**src/rtl/sdf_pkg.sv**
```systemverilog
// ----------------------------------------------------------------------------
// sdf_pkg
// Types and constants shared by the signed decimal formatter.
// ----------------------------------------------------------------------------
package sdf_pkg;

	localparam int ValueW    = 32;
	localparam int CharW     = 7;
	localparam int NumDigits = 10;
	localparam int BcdW      = NumDigits * 4;
	localparam int CntW      = $clog2(ValueW);
	localparam int DigIdxW   = $clog2(NumDigits);

	localparam logic [CharW-1:0] ChMinus = 7'd45;
	localparam logic [CharW-1:0] ChZero  = 7'd48;
	localparam logic [CharW-1:0] ChNine  = 7'd57;
	localparam logic [CharW-1:0] ChLf    = 7'd10;
	localparam logic [CharW-1:0] ChCr    = 7'd13;

	typedef logic [NumDigits-1:0][3:0] bcd_t;

	// Sequencer states of the top level
	typedef enum logic [2:0] {
		S_IDLE,
		S_CONV,
		S_SIGN,
		S_DIGIT,
		S_LF,
		S_CR
	} state_t;

	// Top level to converter
	typedef struct packed {
		logic              start;
		logic [ValueW-1:0] operand;
	} conv_ctrl_t;

	// Converter to top level
	typedef struct packed {
		logic done;
		bcd_t digits;
	} conv_stat_t;

endpackage

```
**src/rtl/sdf_bcd_conv.sv**
```systemverilog
// ----------------------------------------------------------------------------
// sdf_bcd_conv
// Iterative binary to BCD converter: one shift-and-add-3 step per cycle.
// ----------------------------------------------------------------------------
module sdf_bcd_conv (
	input  logic                clk,
	input  logic                arst_n,
	input  sdf_pkg::conv_ctrl_t ctrl,
	output sdf_pkg::conv_stat_t stat
);

	logic [sdf_pkg::ValueW-1:0] bin_q;
	sdf_pkg::bcd_t              bcd_q;
	sdf_pkg::bcd_t              adj;
	logic [sdf_pkg::BcdW-1:0]   adj_flat;
	logic [sdf_pkg::CntW-1:0]   cnt_q;
	logic                       busy_q;
	logic                       done_q;

	// Add 3 to every digit of 5 or more before the shift
	always_comb begin
		for (int i = 0; i < sdf_pkg::NumDigits; i++) begin
			adj[i] = (bcd_q[i] >= 4'd5) ? bcd_q[i] + 4'd3 : bcd_q[i];
		end
	end
	assign adj_flat = adj;

	// Control: step counter, busy and done pulse
	always_ff @(posedge clk or negedge arst_n) begin
		if (!arst_n) begin
			busy_q <= 1'b0;
			done_q <= 1'b0;
			cnt_q  <= '0;
		end else begin
			done_q <= 1'b0;
			if (ctrl.start) begin
				busy_q <= 1'b1;
				cnt_q  <= '0;
			end else if (busy_q) begin
				cnt_q <= cnt_q + 1'b1;
				if (cnt_q == sdf_pkg::CntW'(sdf_pkg::ValueW - 1)) begin
					busy_q <= 1'b0;
					done_q <= 1'b1;
				end
			end
		end
	end

	// Datapath: binary shifts out MSB first into the BCD register
	always_ff @(posedge clk) begin
		if (ctrl.start) begin
			bin_q <= ctrl.operand;
			bcd_q <= '0;
		end else if (busy_q) begin
			bin_q <= {bin_q[sdf_pkg::ValueW-2:0], 1'b0};
			bcd_q <= {adj_flat[sdf_pkg::BcdW-2:0], bin_q[sdf_pkg::ValueW-1]};
		end
	end

	assign stat.done   = done_q;
	assign stat.digits = bcd_q;

endmodule

```
**src/rtl/signed_decimal_formatter_top.sv**
```systemverilog
// ----------------------------------------------------------------------------
// signed_decimal_formatter_top
// Prints a signed 32-bit integer as ASCII decimal text, one character per
// output item: optional '-', digits most significant first without leading
// zeros (zero prints as "0"), then line feed and carriage return, the
// carriage return flagged with last. The most negative value prints as
// -2147483648. One number is handled at a time: after acceptance the
// magnitude goes through a 32-step shift-and-add-3 converter (one step per
// cycle), then one character is issued per cycle while the output is taken;
// in_ready returns once the carriage return is loaded.
// ----------------------------------------------------------------------------
module signed_decimal_formatter_top (
	input  logic                       clk,
	input  logic                       arst_n,
	input  logic                       in_valid,
	output logic                       in_ready,
	input  logic signed [31:0]         value,
	output logic                       out_valid,
	input  logic                       out_ready,
	output logic [sdf_pkg::CharW-1:0]  char_code,
	output logic                       last
);

	sdf_pkg::state_t             state_q, state_d;
	sdf_pkg::conv_ctrl_t         conv_ctrl;
	sdf_pkg::conv_stat_t         conv_stat;
	logic                        neg_q;
	logic [sdf_pkg::DigIdxW-1:0] dig_q;
	logic [sdf_pkg::DigIdxW-1:0] lead_idx;
	logic [sdf_pkg::ValueW-1:0]  mag;
	logic [3:0]                  cur_digit;
	logic                        accept;
	logic                        slot_free;
	logic                        load_out;
	logic [sdf_pkg::CharW-1:0]   load_char;
	logic                        load_last;
	logic                        out_valid_q;
	logic [sdf_pkg::CharW-1:0]   char_q;
	logic                        last_q;

	assign accept    = in_valid && in_ready;
	assign slot_free = !out_valid_q || out_ready;

	// Magnitude; the most negative value wraps to 2^31 as unsigned
	assign mag = value[31] ? (~$unsigned(value) + 1'b1) : $unsigned(value);

	assign conv_ctrl.start   = accept;
	assign conv_ctrl.operand = mag;

	sdf_bcd_conv u_conv (
		.clk    (clk),
		.arst_n (arst_n),
		.ctrl   (conv_ctrl),
		.stat   (conv_stat)
	);

	// Highest nonzero digit, zero when all digits are zero
	always_comb begin
		lead_idx = '0;
		for (int i = 1; i < sdf_pkg::NumDigits; i++) begin
			if (conv_stat.digits[i] != 4'd0) begin
				lead_idx = sdf_pkg::DigIdxW'(i);
			end
		end
	end

	assign cur_digit = conv_stat.digits[dig_q];

	// Next state
	always_comb begin
		state_d = state_q;
		unique case (state_q)
			sdf_pkg::S_IDLE:  if (accept) state_d = sdf_pkg::S_CONV;
			sdf_pkg::S_CONV: begin
				if (conv_stat.done) begin
					state_d = neg_q ? sdf_pkg::S_SIGN : sdf_pkg::S_DIGIT;
				end
			end
			sdf_pkg::S_SIGN:  if (slot_free) state_d = sdf_pkg::S_DIGIT;
			sdf_pkg::S_DIGIT: if (slot_free && dig_q == '0) state_d = sdf_pkg::S_LF;
			sdf_pkg::S_LF:    if (slot_free) state_d = sdf_pkg::S_CR;
			sdf_pkg::S_CR:    if (slot_free) state_d = sdf_pkg::S_IDLE;
			default:          state_d = sdf_pkg::S_IDLE;
		endcase
	end

	// Outputs of the sequencer
	always_comb begin
		in_ready  = 1'b0;
		load_out  = 1'b0;
		load_char = sdf_pkg::ChZero;
		load_last = 1'b0;
		unique case (state_q)
			sdf_pkg::S_IDLE: in_ready = 1'b1;
			sdf_pkg::S_CONV: ;
			sdf_pkg::S_SIGN: begin
				load_out  = slot_free;
				load_char = sdf_pkg::ChMinus;
			end
			sdf_pkg::S_DIGIT: begin
				load_out  = slot_free;
				load_char = sdf_pkg::ChZero + {3'b000, cur_digit};
			end
			sdf_pkg::S_LF: begin
				load_out  = slot_free;
				load_char = sdf_pkg::ChLf;
			end
			sdf_pkg::S_CR: begin
				load_out  = slot_free;
				load_char = sdf_pkg::ChCr;
				load_last = 1'b1;
			end
			default: ;
		endcase
	end

	// State, sign and digit pointer
	always_ff @(posedge clk or negedge arst_n) begin
		if (!arst_n) begin
			state_q <= sdf_pkg::S_IDLE;
			neg_q   <= 1'b0;
			dig_q   <= '0;
		end else begin
			state_q <= state_d;
			if (accept) begin
				neg_q <= value[31];
			end
			if (state_q == sdf_pkg::S_CONV && conv_stat.done) begin
				dig_q <= lead_idx;
			end else if (state_q == sdf_pkg::S_DIGIT && slot_free && dig_q != '0) begin
				dig_q <= dig_q - 1'b1;
			end
		end
	end

	// Output register
	always_ff @(posedge clk or negedge arst_n) begin
		if (!arst_n) begin
			out_valid_q <= 1'b0;
		end else if (load_out) begin
			out_valid_q <= 1'b1;
		end else if (out_ready) begin
			out_valid_q <= 1'b0;
		end
	end

	always_ff @(posedge clk) begin
		if (load_out) begin
			char_q <= load_char;
			last_q <= load_last;
		end
	end

	assign out_valid = out_valid_q;
	assign char_code = char_q;
	assign last      = last_q;

endmodule

```
**config.mk**
```make
export PLATFORM = sky130hd
export DESIGN_NAME = signed_decimal_formatter_top
export DESIGN_NICKNAME = d
export VERILOG_FILES = /design/src/rtl/sdf_pkg.sv /design/src/rtl/sdf_bcd_conv.sv /design/src/rtl/signed_decimal_formatter_top.sv
export SDC_FILE = /design/constraint.sdc
export NUM_CORES = 1
export LEC_CHECK = 0
export BUFFER_PORTS_ARGS = -buffer_cell sky130_fd_sc_hd__buf_2
export CAP_MARGIN = 20
export CORE_MARGIN = 2
export CORE_UTILIZATION = 50
export DETAILED_ROUTE_END_ITERATION = 10
export PLACE_DENSITY = 0.66
export SLEW_MARGIN = 20
export SYNTH_ARGS = -nofsm -noshare
export SYNTH_HDL_FRONTEND = slang
export SYNTH_SLANG_ARGS = --single-unit
export TNS_END_PERCENT = 10
```
**constraint.sdc**
```tcl
create_clock -name clk -period 4.1 [get_ports clk]
set_input_delay 0.41 -clock clk [delete_from_list [all_inputs] [get_ports clk]]
set_output_delay 0.41 -clock clk [all_outputs]
set_load 0.01 [all_outputs]
```
---- After elaboration in Yosys (flattened, before gate mapping) ----
Index checks and enable logic that the tools add are counted.
storage, ports and cells
  flip-flop bits (word level) ............. 96
  input bits .............................. 36
  output and inout port bits .............. 10
  logic and storage cells ................. 130
cells by class
  add/subtract/negate cells ............... 14
  $lt $le $gt $ge ......................... 11
  equality and inequality tests ........... 12
  muxes and demuxes ....................... 48
  bitwise logic cells ..................... 1
  reduce and logical (&&, ||, !) cells .... 24
operators with widths
  operator                                                                number
  32-bit 2-to-1 mux                                                       3
  4-bit 2-to-1 mux                                                        18
  4-bit by 3-bit >= comparator with 1-bit output (second input constant)  10
  4-bit nonzero test                                                      10
  4-bit by 2-bit adder with 4-bit output (second input constant)          9
  32-bit by 1-bit adder with 32-bit output (second input constant)        1
  32-bit NOT                                                              1
  7-bit one-hot mux with 4 select lines                                   1
  3-bit 2-to-1 mux                                                        7
  3-bit one-hot mux with 6 select lines                                   1
  4-bit binary-select mux with 4-bit select                               1
  1-bit 2-to-1 mux                                                        13
  5-bit 2-to-1 mux                                                        2
  2-bit inequality test (second input constant)                           5
  6-bit by 4-bit adder with 7-bit output (first input constant)           1
  3-bit by 2-bit equality test with 1-bit output (second input constant)  2
  3-bit equality test (second input constant)                             2
  6-bit AND reduction                                                     1
  2-bit nonzero test                                                      3
  5-bit by 1-bit adder with 5-bit output (second input constant)          1
  5-bit equality test (second input constant)                             1
  1-bit logical AND                                                       5
  4-bit by 5-bit < comparator with 1-bit output (second input constant)   1
  4-bit logical NOT                                                       1
  9 further kinds                                                         10

---- Depth between registers and ports, before layout ----
Gate-level depths: netlist (run 1).
  word-level depth ........................ 11
  gate-level depth with buffers ........... 7
  gate-level depth less buffers ........... 7

---- Cells and area by module ----
A second synthesis (run 1) with hierarchy kept.
second synthesis, totals
  cell total of the unflattened synthesis .. 620
  area, all modules ....................... 6,084.6 um^2
by module, submodules not included
  module                        times used  cells each  area each (um^2)  sequential area each (um^2)
  sdf_bcd_conv                  1           396         4,093.9           1,936.9
  signed_decimal_formatter_top  1           224         1,990.7           435.4

---- Worst setup path after synthesis (run 1) ----
No wires, ideal clock.
  path kind ............................... register -> register
  start point ............................. register state_q[1]
  end point ............................... register u_conv.bin_q[0] (netlist bit) (enable)
  setup time .............................. 389 ps
  arrival time ............................ 2,060 ps
  data required time ...................... 3,711 ps
  setup slack ............................. 1,650 ps
  stages on the path, launching flop included .. 6
  clock period less this slack ............ 2,450 ps
  cells stage by stage .................... dfrtp_1 -> buf_2 -> nor3_1 -> nand2_2 -> clkbuf_1 -> nand2_1
on the way
  longest elaborated chain between the ends .. 4
RTL lines
  what                                 line                                 text
  start: declaration                   signed_decimal_formatter_top.sv:24   sdf_pkg::state_t state_q, state_d;
  start signal: assignment             signed_decimal_formatter_top.sv:120  state_q <= sdf_pkg::S_IDLE;
  start signal: assignment             signed_decimal_formatter_top.sv:124  state_q <= state_d;
  3-bit logical NOT                    signed_decimal_formatter_top.sv:93   unique case (state_q)
  1-bit 2-to-1 mux                     signed_decimal_formatter_top.sv:93
  named net in_ready                   signed_decimal_formatter_top.sv:16   output logic in_ready,
  1-bit logical AND                    signed_decimal_formatter_top.sv:41   assign accept = in_valid && in_ready;
  2-bit nonzero test (no source line)  n/a
  end signal: assignment               sdf_bcd_conv.sv:52                   bin_q <= ctrl.operand;
  end signal: assignment               sdf_bcd_conv.sv:55                   bin_q <= {bin_q[sdf_pkg::ValueW-2:0], 1'b0};
  end: declaration                     sdf_bcd_conv.sv:12                   logic [sdf_pkg::ValueW-1:0] bin_q;
The timed path passes the listed nets, and every way through them passes these cells.
A chain may end at the register's enable or synchronous reset.

---- Worst setup path after layout (run 1) ----
  start point ............................. register state_q[0]
  end point ............................... register u_conv.bin_q[29] (netlist bit), data pin
on the way
  longest elaborated chain between the ends .. 4
RTL lines
  what               line                                text
  3-bit logical NOT  signed_decimal_formatter_top.sv:93
  1-bit 2-to-1 mux   signed_decimal_formatter_top.sv:93
  1-bit logical AND  signed_decimal_formatter_top.sv:41
  32-bit 2-to-1 mux  sdf_bcd_conv.sv:51                  if (ctrl.start) begin
Every way passes these cells.

==> run metrics, run 1 <==
status=finished, final reports clean; max_slew headroom=0.4923; fin nets=715; vias in the first global route=4,487; Mapped Area=0.005793 mm2; commonest non-fill, non-tap cell in the layout=nand2_1; First-pass DRT Iterations=5; Peak Freq=439.0 MHz; CP Cell Sequence=nor3_1 > and2_2 > buf_4 > o21ai_0 > o311ai_0; Synth cell types=61; crit-path leading delay family=simple AND/OR/NAND/NOR gates; GRT Util Overall=0.2071; Ant. Diodes=0; Resized Gates After CTS=0; Critical Path RT=4240 ps; worst vdd ir=0.4345 mV; Post-CTS Hold Fix Bufs=1; Fin. Hold Viols=0; Slew Limit Fails=0; Buf/Inv on CP=1; Post-DRT Antenna Nets=0; via count=4,637; first-pass GRT wire length=21.23 mm; Synth Area in Adders=0.05400; EDFF count, synth=39; vias per inst=5.782; initial antenna violation count=0; CP Class=flip-flop to flip-flop; Max Used Layer=met4; Total Wirelength=12.39 mm; r2r setup slk=1820 ps; post-synthesis compound-gate area fraction=0.1706; number of setup buffers added after CTS=0; Hold Path Class=primary input to flip-flop; ys async rst share=0.1684; syn nets=688; routed length on met3=457 um; worst skew pair latency=350 ps; filler instances=1,020; Yosys top cell by area=edfxtp_1; largest fanout on the critical path=36; leak pwr=2.605 nW; max incr delay on CP=540 ps; hold endpoint=u_conv.bin_q[0]; DR DRC count=0; most frequent cells in the layout=78 x nand2_1, 63 x o21ai_0, 44 x buf_2; synthesized instance count=627; Data arrival, critical path=2420 ps; WL/cell=15.45 um; Placed Instances=785; fin cells=802; setup TNS=0 ps; maximum clock path buffer count=2; Num Clock Sinks=95; hold_sp=value[0]; Warnings, synthesis=0; critical path endpoint category=flip-flop; Worst-path clk slew=60 ps; Pwr per Cell Area=669.5 mW/mm2; Die Y=111.6 um; Post-Layout Inst Area=0.006374 mm2; Horiz. Die Dim=111.6 um; post-layout min period=2278 ps; number of setup violations in the final report=0; Initial Util=0.5095; RSZ-0062 raised after global routing=no; largest net degree at the start of global routing=62; worst-margin pin slew=760.7 ps; fin crit share=0.5555; # port buffers=44; placed cell area=0.006081 mm2; synthesized flop and latch total=95; Metal-1 WL=5.802 mm; mux contribution to synthesized area=0.07819; main combinational cell family by area after synthesis=compound AO/OA/AOI/OAI gates; CTS Root Cell=clkbuf_16; CP max stage cell=dfrtp_1; clock buffer count from CTS=9; number of H-tree levels=3; Synth area leaders=edfxtp_1 20%, dfxtp_1 14%, dfrtp_1 6.9%; Die ar.=0.01246 mm2; setup ws final=1822 ps; Synth Area in XOR/XNOR=0.07559; Syn Area/Cell=9.239 um2; Reg2Reg Depth=5; Seq/Total Area, Yosys=0.4095; Final HPWL DP=8.695 mm; layout cell share with drive strength beyond 1=0.1275; TritonCTS clock tree=built; I/O pin total=46; DP Worst Slack=1787 ps; Core ar.=0.01137 mm2; Synth top area share=0.2022; Worst setup SP type=flip-flop; Main synth FF type=dfxtp_1; global route total overflow=0; MaxCap Viol Count=0; r2r startpoint=state_q[0]; cell count of the worst hold path=3; drt initial violations=256; met2 WL post-DR=5.986 mm; Post-Synth Simple-Gate Area=0.1672; # rows=39; Reg-to-Reg End=u_conv.bin_q[29]; P&R area growth vs syn=10.02%; Layout Skew=12.56 ps; Total Power=4.267 mW; RePlAce Congestion=0.7848
kinds of logic after synthesis:
logic type                 after synthesis
adders and majority gates               25
AOI/OAI and AO/OA                      163
muxes                                   35
xor gates and xnor gates                50
buffers and inverters                   62
other                                    1
and+or+nand+nor                        196
DFF                                     95
power breakdown:
group / internal, mW / switching (mW) / leakage [nW]
clock network: 0.471 / 0.354 / 0.134
registers: 1.38 / 0.374 / 0.897
logic: 0.793 / 0.900 / 1.57
total: 2.64 / 1.63 / 2.61
registers in the layout, indices dropped and copies added, names as in the netlist:
signal and cells:
u_conv.cnt_q 5, u_conv.done_q 1, u_conv.stat 40, u_conv.busy_q 1
last 1, state_q 3, neg_q 1, out_valid 1
char_code 6, u_conv.bin_q 32, dig_q 4
worst min-delay path: stages:
cell and delay (ps):
buf_2 90, inv_1 50, nor2_1 110
worst max path at each step:
| stage | from | slack, ps | depth (start not counted) | to |
|---|---|---|---|---|
| floorplan | state_q[1] | 1650 | 5 | u_conv.bin_q[0] |
| global placement | state_q[0] | 1870 | 5 | u_conv.bin_q[29] |
| detailed placement | value[6] | 1790 | 6 | u_conv.bin_q[19] |
| CTS | state_q[0] | 1810 | 5 | u_conv.bin_q[29] |
| global route | state_q[0] | 1670 | 5 | u_conv.bin_q[29] |
| finish | state_q[0] | 1820 | 5 | u_conv.bin_q[29] |
routing by layer:
metal  up-vias  GRT usage
met2        97     0.3426
met1      2230     0.2746
met5         -          0
met3        14    0.04192
li1       2296          -
met4         0    0.06502
layout make-up:
type                    count  area (um2)  area share
clock inverters             4       46.29    0.007263
multi-input cells         470        3166      0.4967
flip-flops and latches     95        2374      0.3724
well taps                 143       178.9     0.02807
repair buffers             50       267.8     0.04201
inverters                  28       105.1     0.01649
clock buffers              12       236.5     0.03710
synth_stat cells (all sizes together) (4+ instances only):
cell / n
nor3: 7
o21ai: 64
mux4: 8
clkbuf: 26
dfrtp: 16
buf: 8
nand3: 21
a21oi: 41
inv: 28
nor4: 4
edfxtp: 39
a21o: 9
ha: 25
mux2i: 25
nand2: 79
or3: 7
o41ai: 9
dfxtp: 40
nand2b: 17
xor2: 29
xnor2: 21
o211ai: 11
nor2b: 5
nor2: 34
o31ai: 12
nor3b: 5
stage by stage:
step	utilization	hold WS (ps)
2_1_floorplan	-	114.4
3_3_place_gp	0.5348	342.6
3_5_place_dp	0.5348	348.5
4_1_cts	0.5606	421.0
5_1_grt	0.5606	462.3
6_report	0.5606	436.8
Power figures use the tool's default switching activity.
==> inputs of run 2 (changes only) <==
--- a/config.mk
+++ b/config.mk
@@ -10,7 +10,7 @@
 export CORE_MARGIN = 2
 export CORE_UTILIZATION = 50
 export DETAILED_ROUTE_END_ITERATION = 10
-export PLACE_DENSITY = 0.66
+export PLACE_DENSITY = 0.69
 export SLEW_MARGIN = 20
 export SYNTH_ARGS = -nofsm -noshare
 export SYNTH_HDL_FRONTEND = slang
==> constraint.sdc (replaced) <==
create_clock -name clk -period 1.95 [get_ports clk]
set_input_delay 0.195 -clock clk [delete_from_list [all_inputs] [get_ports clk]]
set_output_delay 0.195 -clock clk [all_outputs]
set_load 0.01 [all_outputs]
==> run 2 against run 1 <==
Compared with the run above: non-clock buffer count grew 31; first-iteration DRC count increased by 20%; global-route usage is 1.2 points higher; cell area grew 5.0%; critical path depth grew 3; sequential share of layout area decreased by 1.7 points; register-to-register slack worse by 1700 ps; count of clock-buffer cells in the layout decreased by 2; clock power is 130% higher; worst hold slack got worse by 220 ps; critical endpoint is now dig_q[2]; highest routed layer unchanged.
==> run metrics, run 2 (synthesized netlist as in run 1, its figures left out) <==
status=finished, final reports clean (unchanged); worst vdd ir=0.9883 mV (was 0.4345 mV); Worst setup SP type=flip-flop (unchanged); RSZ-0062 raised after global routing=no (unchanged); Net Sw Frac=0.3824 (was 0.3814); Post-Layout Inst Area=0.006691 mm2 (was 0.006374 mm2); maximum clock path buffer count=2 (unchanged); Layout Skew=7.833 ps (was 12.56 ps); Finished Core Util=0.5885 (was 0.5606); via count=4,812 (was 4,637); Fin. Hold Viols=0 (unchanged); Initial Util=0.5095 (unchanged); number of setup buffers added after CTS=0 (unchanged); initial antenna violation count=0 (unchanged); number of H-tree levels=3 (unchanged); Total Power=9.417 mW (was 4.267 mW); Final HPWL DP=9.453 mm (was 8.695 mm); DP Worst Slack=-79.39 ps (was 1787 ps); drt initial violations=308 (was 256); setup ws final=87.90 ps (was 1822 ps); GRT Util Overall=0.2186 (was 0.2071); Core ar.=0.01137 mm2 (unchanged); Hold Path Class=primary input to flip-flop (unchanged); clock power share=0.202 (was 0.193); Num Clock Sinks=95 (unchanged); # port buffers=44 (unchanged); Die ar.=0.01246 mm2 (unchanged); max FFs per register=40 (unchanged); fin crit share=0.9549 (was 0.5555); vias in the first global route=4,623 (was 4,487); clock buffer count from CTS=9 (unchanged); layout cell share with drive strength beyond 1=0.1812 (was 0.1275); WL/cell=15.55 um (was 15.45 um); DR DRC count=0 (unchanged); largest net degree at the start of global routing=50 (was 62); Critical Path RT=2200 ps (was 4240 ps); P&R area growth vs syn=15.51% (was 10.02%); TritonCTS clock tree=built (unchanged); # rows=39 (unchanged); global route total overflow=0 (unchanged); I/O pin total=46 (unchanged); leak pwr=2.794 nW (was 2.605 nW); MaxCap Viol Count=0 (unchanged); vias per inst=5.777 (was 5.782); critical path endpoint category=flip-flop (unchanged); Peak Freq=537.0 MHz (was 439.0 MHz); Int Power=5.815 mW (was 2.640 mW); number of setup violations in the final report=0 (unchanged); Die Y=111.6 um (unchanged); largest fanout on the critical path=8 (was 36); Ant. Diodes=0 (unchanged); max_slew headroom=0.6470 (was 0.4923); commonest non-fill, non-tap cell in the layout=nand2_1 (unchanged); first-pass GRT wire length=22.14 mm (was 21.23 mm); Horiz. Die Dim=111.6 um (unchanged); Total Wirelength=12.96 mm (was 12.39 mm); register share of total power=0.391 (was 0.410); placed cell area=0.006351 mm2 (was 0.006081 mm2); worst-margin pin slew=529.4 ps (was 760.7 ps); CP Class=flip-flop to flip-flop (unchanged); Data arrival, critical path=2110 ps (was 2420 ps); Slew Limit Fails=0 (unchanged); RePlAce Congestion=0.8457 (was 0.7848); Psw=3.601 mW (was 1.628 mW); post-layout min period=1862 ps (was 2278 ps); Post-DRT Antenna Nets=0 (unchanged); worst skew pair latency=360 ps (was 350 ps); Worst-path clk slew=70 ps (was 60 ps); First-pass DRT Iterations=7 (was 5); filler instances=981 (was 1,020); Comb power frac=0.407 (was 0.397); Pwr per Cell Area=1407 mW/mm2 (was 669.5 mW/mm2); fin nets=746 (was 715); most frequent cells in the layout=77 x nand2_1, 62 x o21ai_0, 44 x buf_2 (was 78 x nand2_1, 63 x o21ai_0, 44 x buf_2); CTS Root Cell=clkbuf_16 (unchanged)
## run 2: cell types whose count changed in the layout (fill, tap and decap cells not counted), sizes merged
cell / change
inv: +4
clkinvlp: -1
clkbuf: -2
buf: +31
clkinv: -1
## run 2: through the flow
stage | hold slack (ps) | TNS [ps] | instances
floorplan | -100.6 | -24.08 | 627
global placement | 130.6 | 0 | 816
detailed placement | 139.0 | -169.6 | 816
CTS | 208.6 | 0 | 833
global route | 246.2 | 0 | 833
finish | 212.9 | 0 | 833
## run 2: cell type report
class / instances / area, um2 / area share
flip-flops and latches: 95 / 2377 / 0.3553
well taps: 143 / 178.9 / 0.02674
multi-input cells: 470 / 3182 / 0.4755
clock inverters: 6 / 72.57 / 0.01085
repair buffers: 81 / 525.5 / 0.07853
clock buffers: 10 / 250.2 / 0.03740
inverters: 28 / 105.1 / 0.01571
## run 2: path summary, 6_finish.rpt
check	start	endpoint	slack (ps)	cells after the start
max in group asynchronous	arst_n	dig_q[0]	1370	2
max	dig_q[0]	dig_q[2]	90	8
max reg2reg	dig_q[0]	dig_q[2]	90	8
min	value[0]	u_conv.bin_q[0]	210	3
min in group asynchronous	arst_n	out_valid	280	2
min reg2reg	u_conv.stat[39]	u_conv.stat[39]	510	2
## run 2: critical path, stage by stage, from the launching register on
cell      delay (ps)
dfrtp_2          490
buf_4            160
inv_1             70
ha_1             200
a211oi_1          90
buf_4            170
or2_2            300
o21a_1           120
o22a_1           160
## run 2: layer usage
layer / global-route usage / part of all wire / vias up
met5: 0 / 0 / -
met4: 0.08724 / 0.019 / 0
met3: 0.03484 / 0.042 / 17
met2: 0.3499 / 0.48 / 110
met1: 0.2984 / 0.46 / 2322
li1: - / - / 2363
## run 2: power by group through the flow
| stage | combinational (mW) | clock [mW] | sequential, mW |
|---|---|---|---|
| after global routing | 4.34 | 2.00 | 3.79 |
| after CTS | 3.85 | 1.93 | 3.67 |
| after global placement | 3.58 | 0 | 3.66 |
| after detailed placement | 3.80 | 0 | 3.69 |
| after floorplan | 2.99 | 0 | 3.39 |
| final | 3.83 | 1.90 | 3.68 |
## run 2: what timing repair did
action,4_1_cts,5_1_grt
resized for setup,1,5
endpoints found under the hold margin,16,0
setup endpoints to repair,1,7
hold buffers,1,0
cloned,0,0
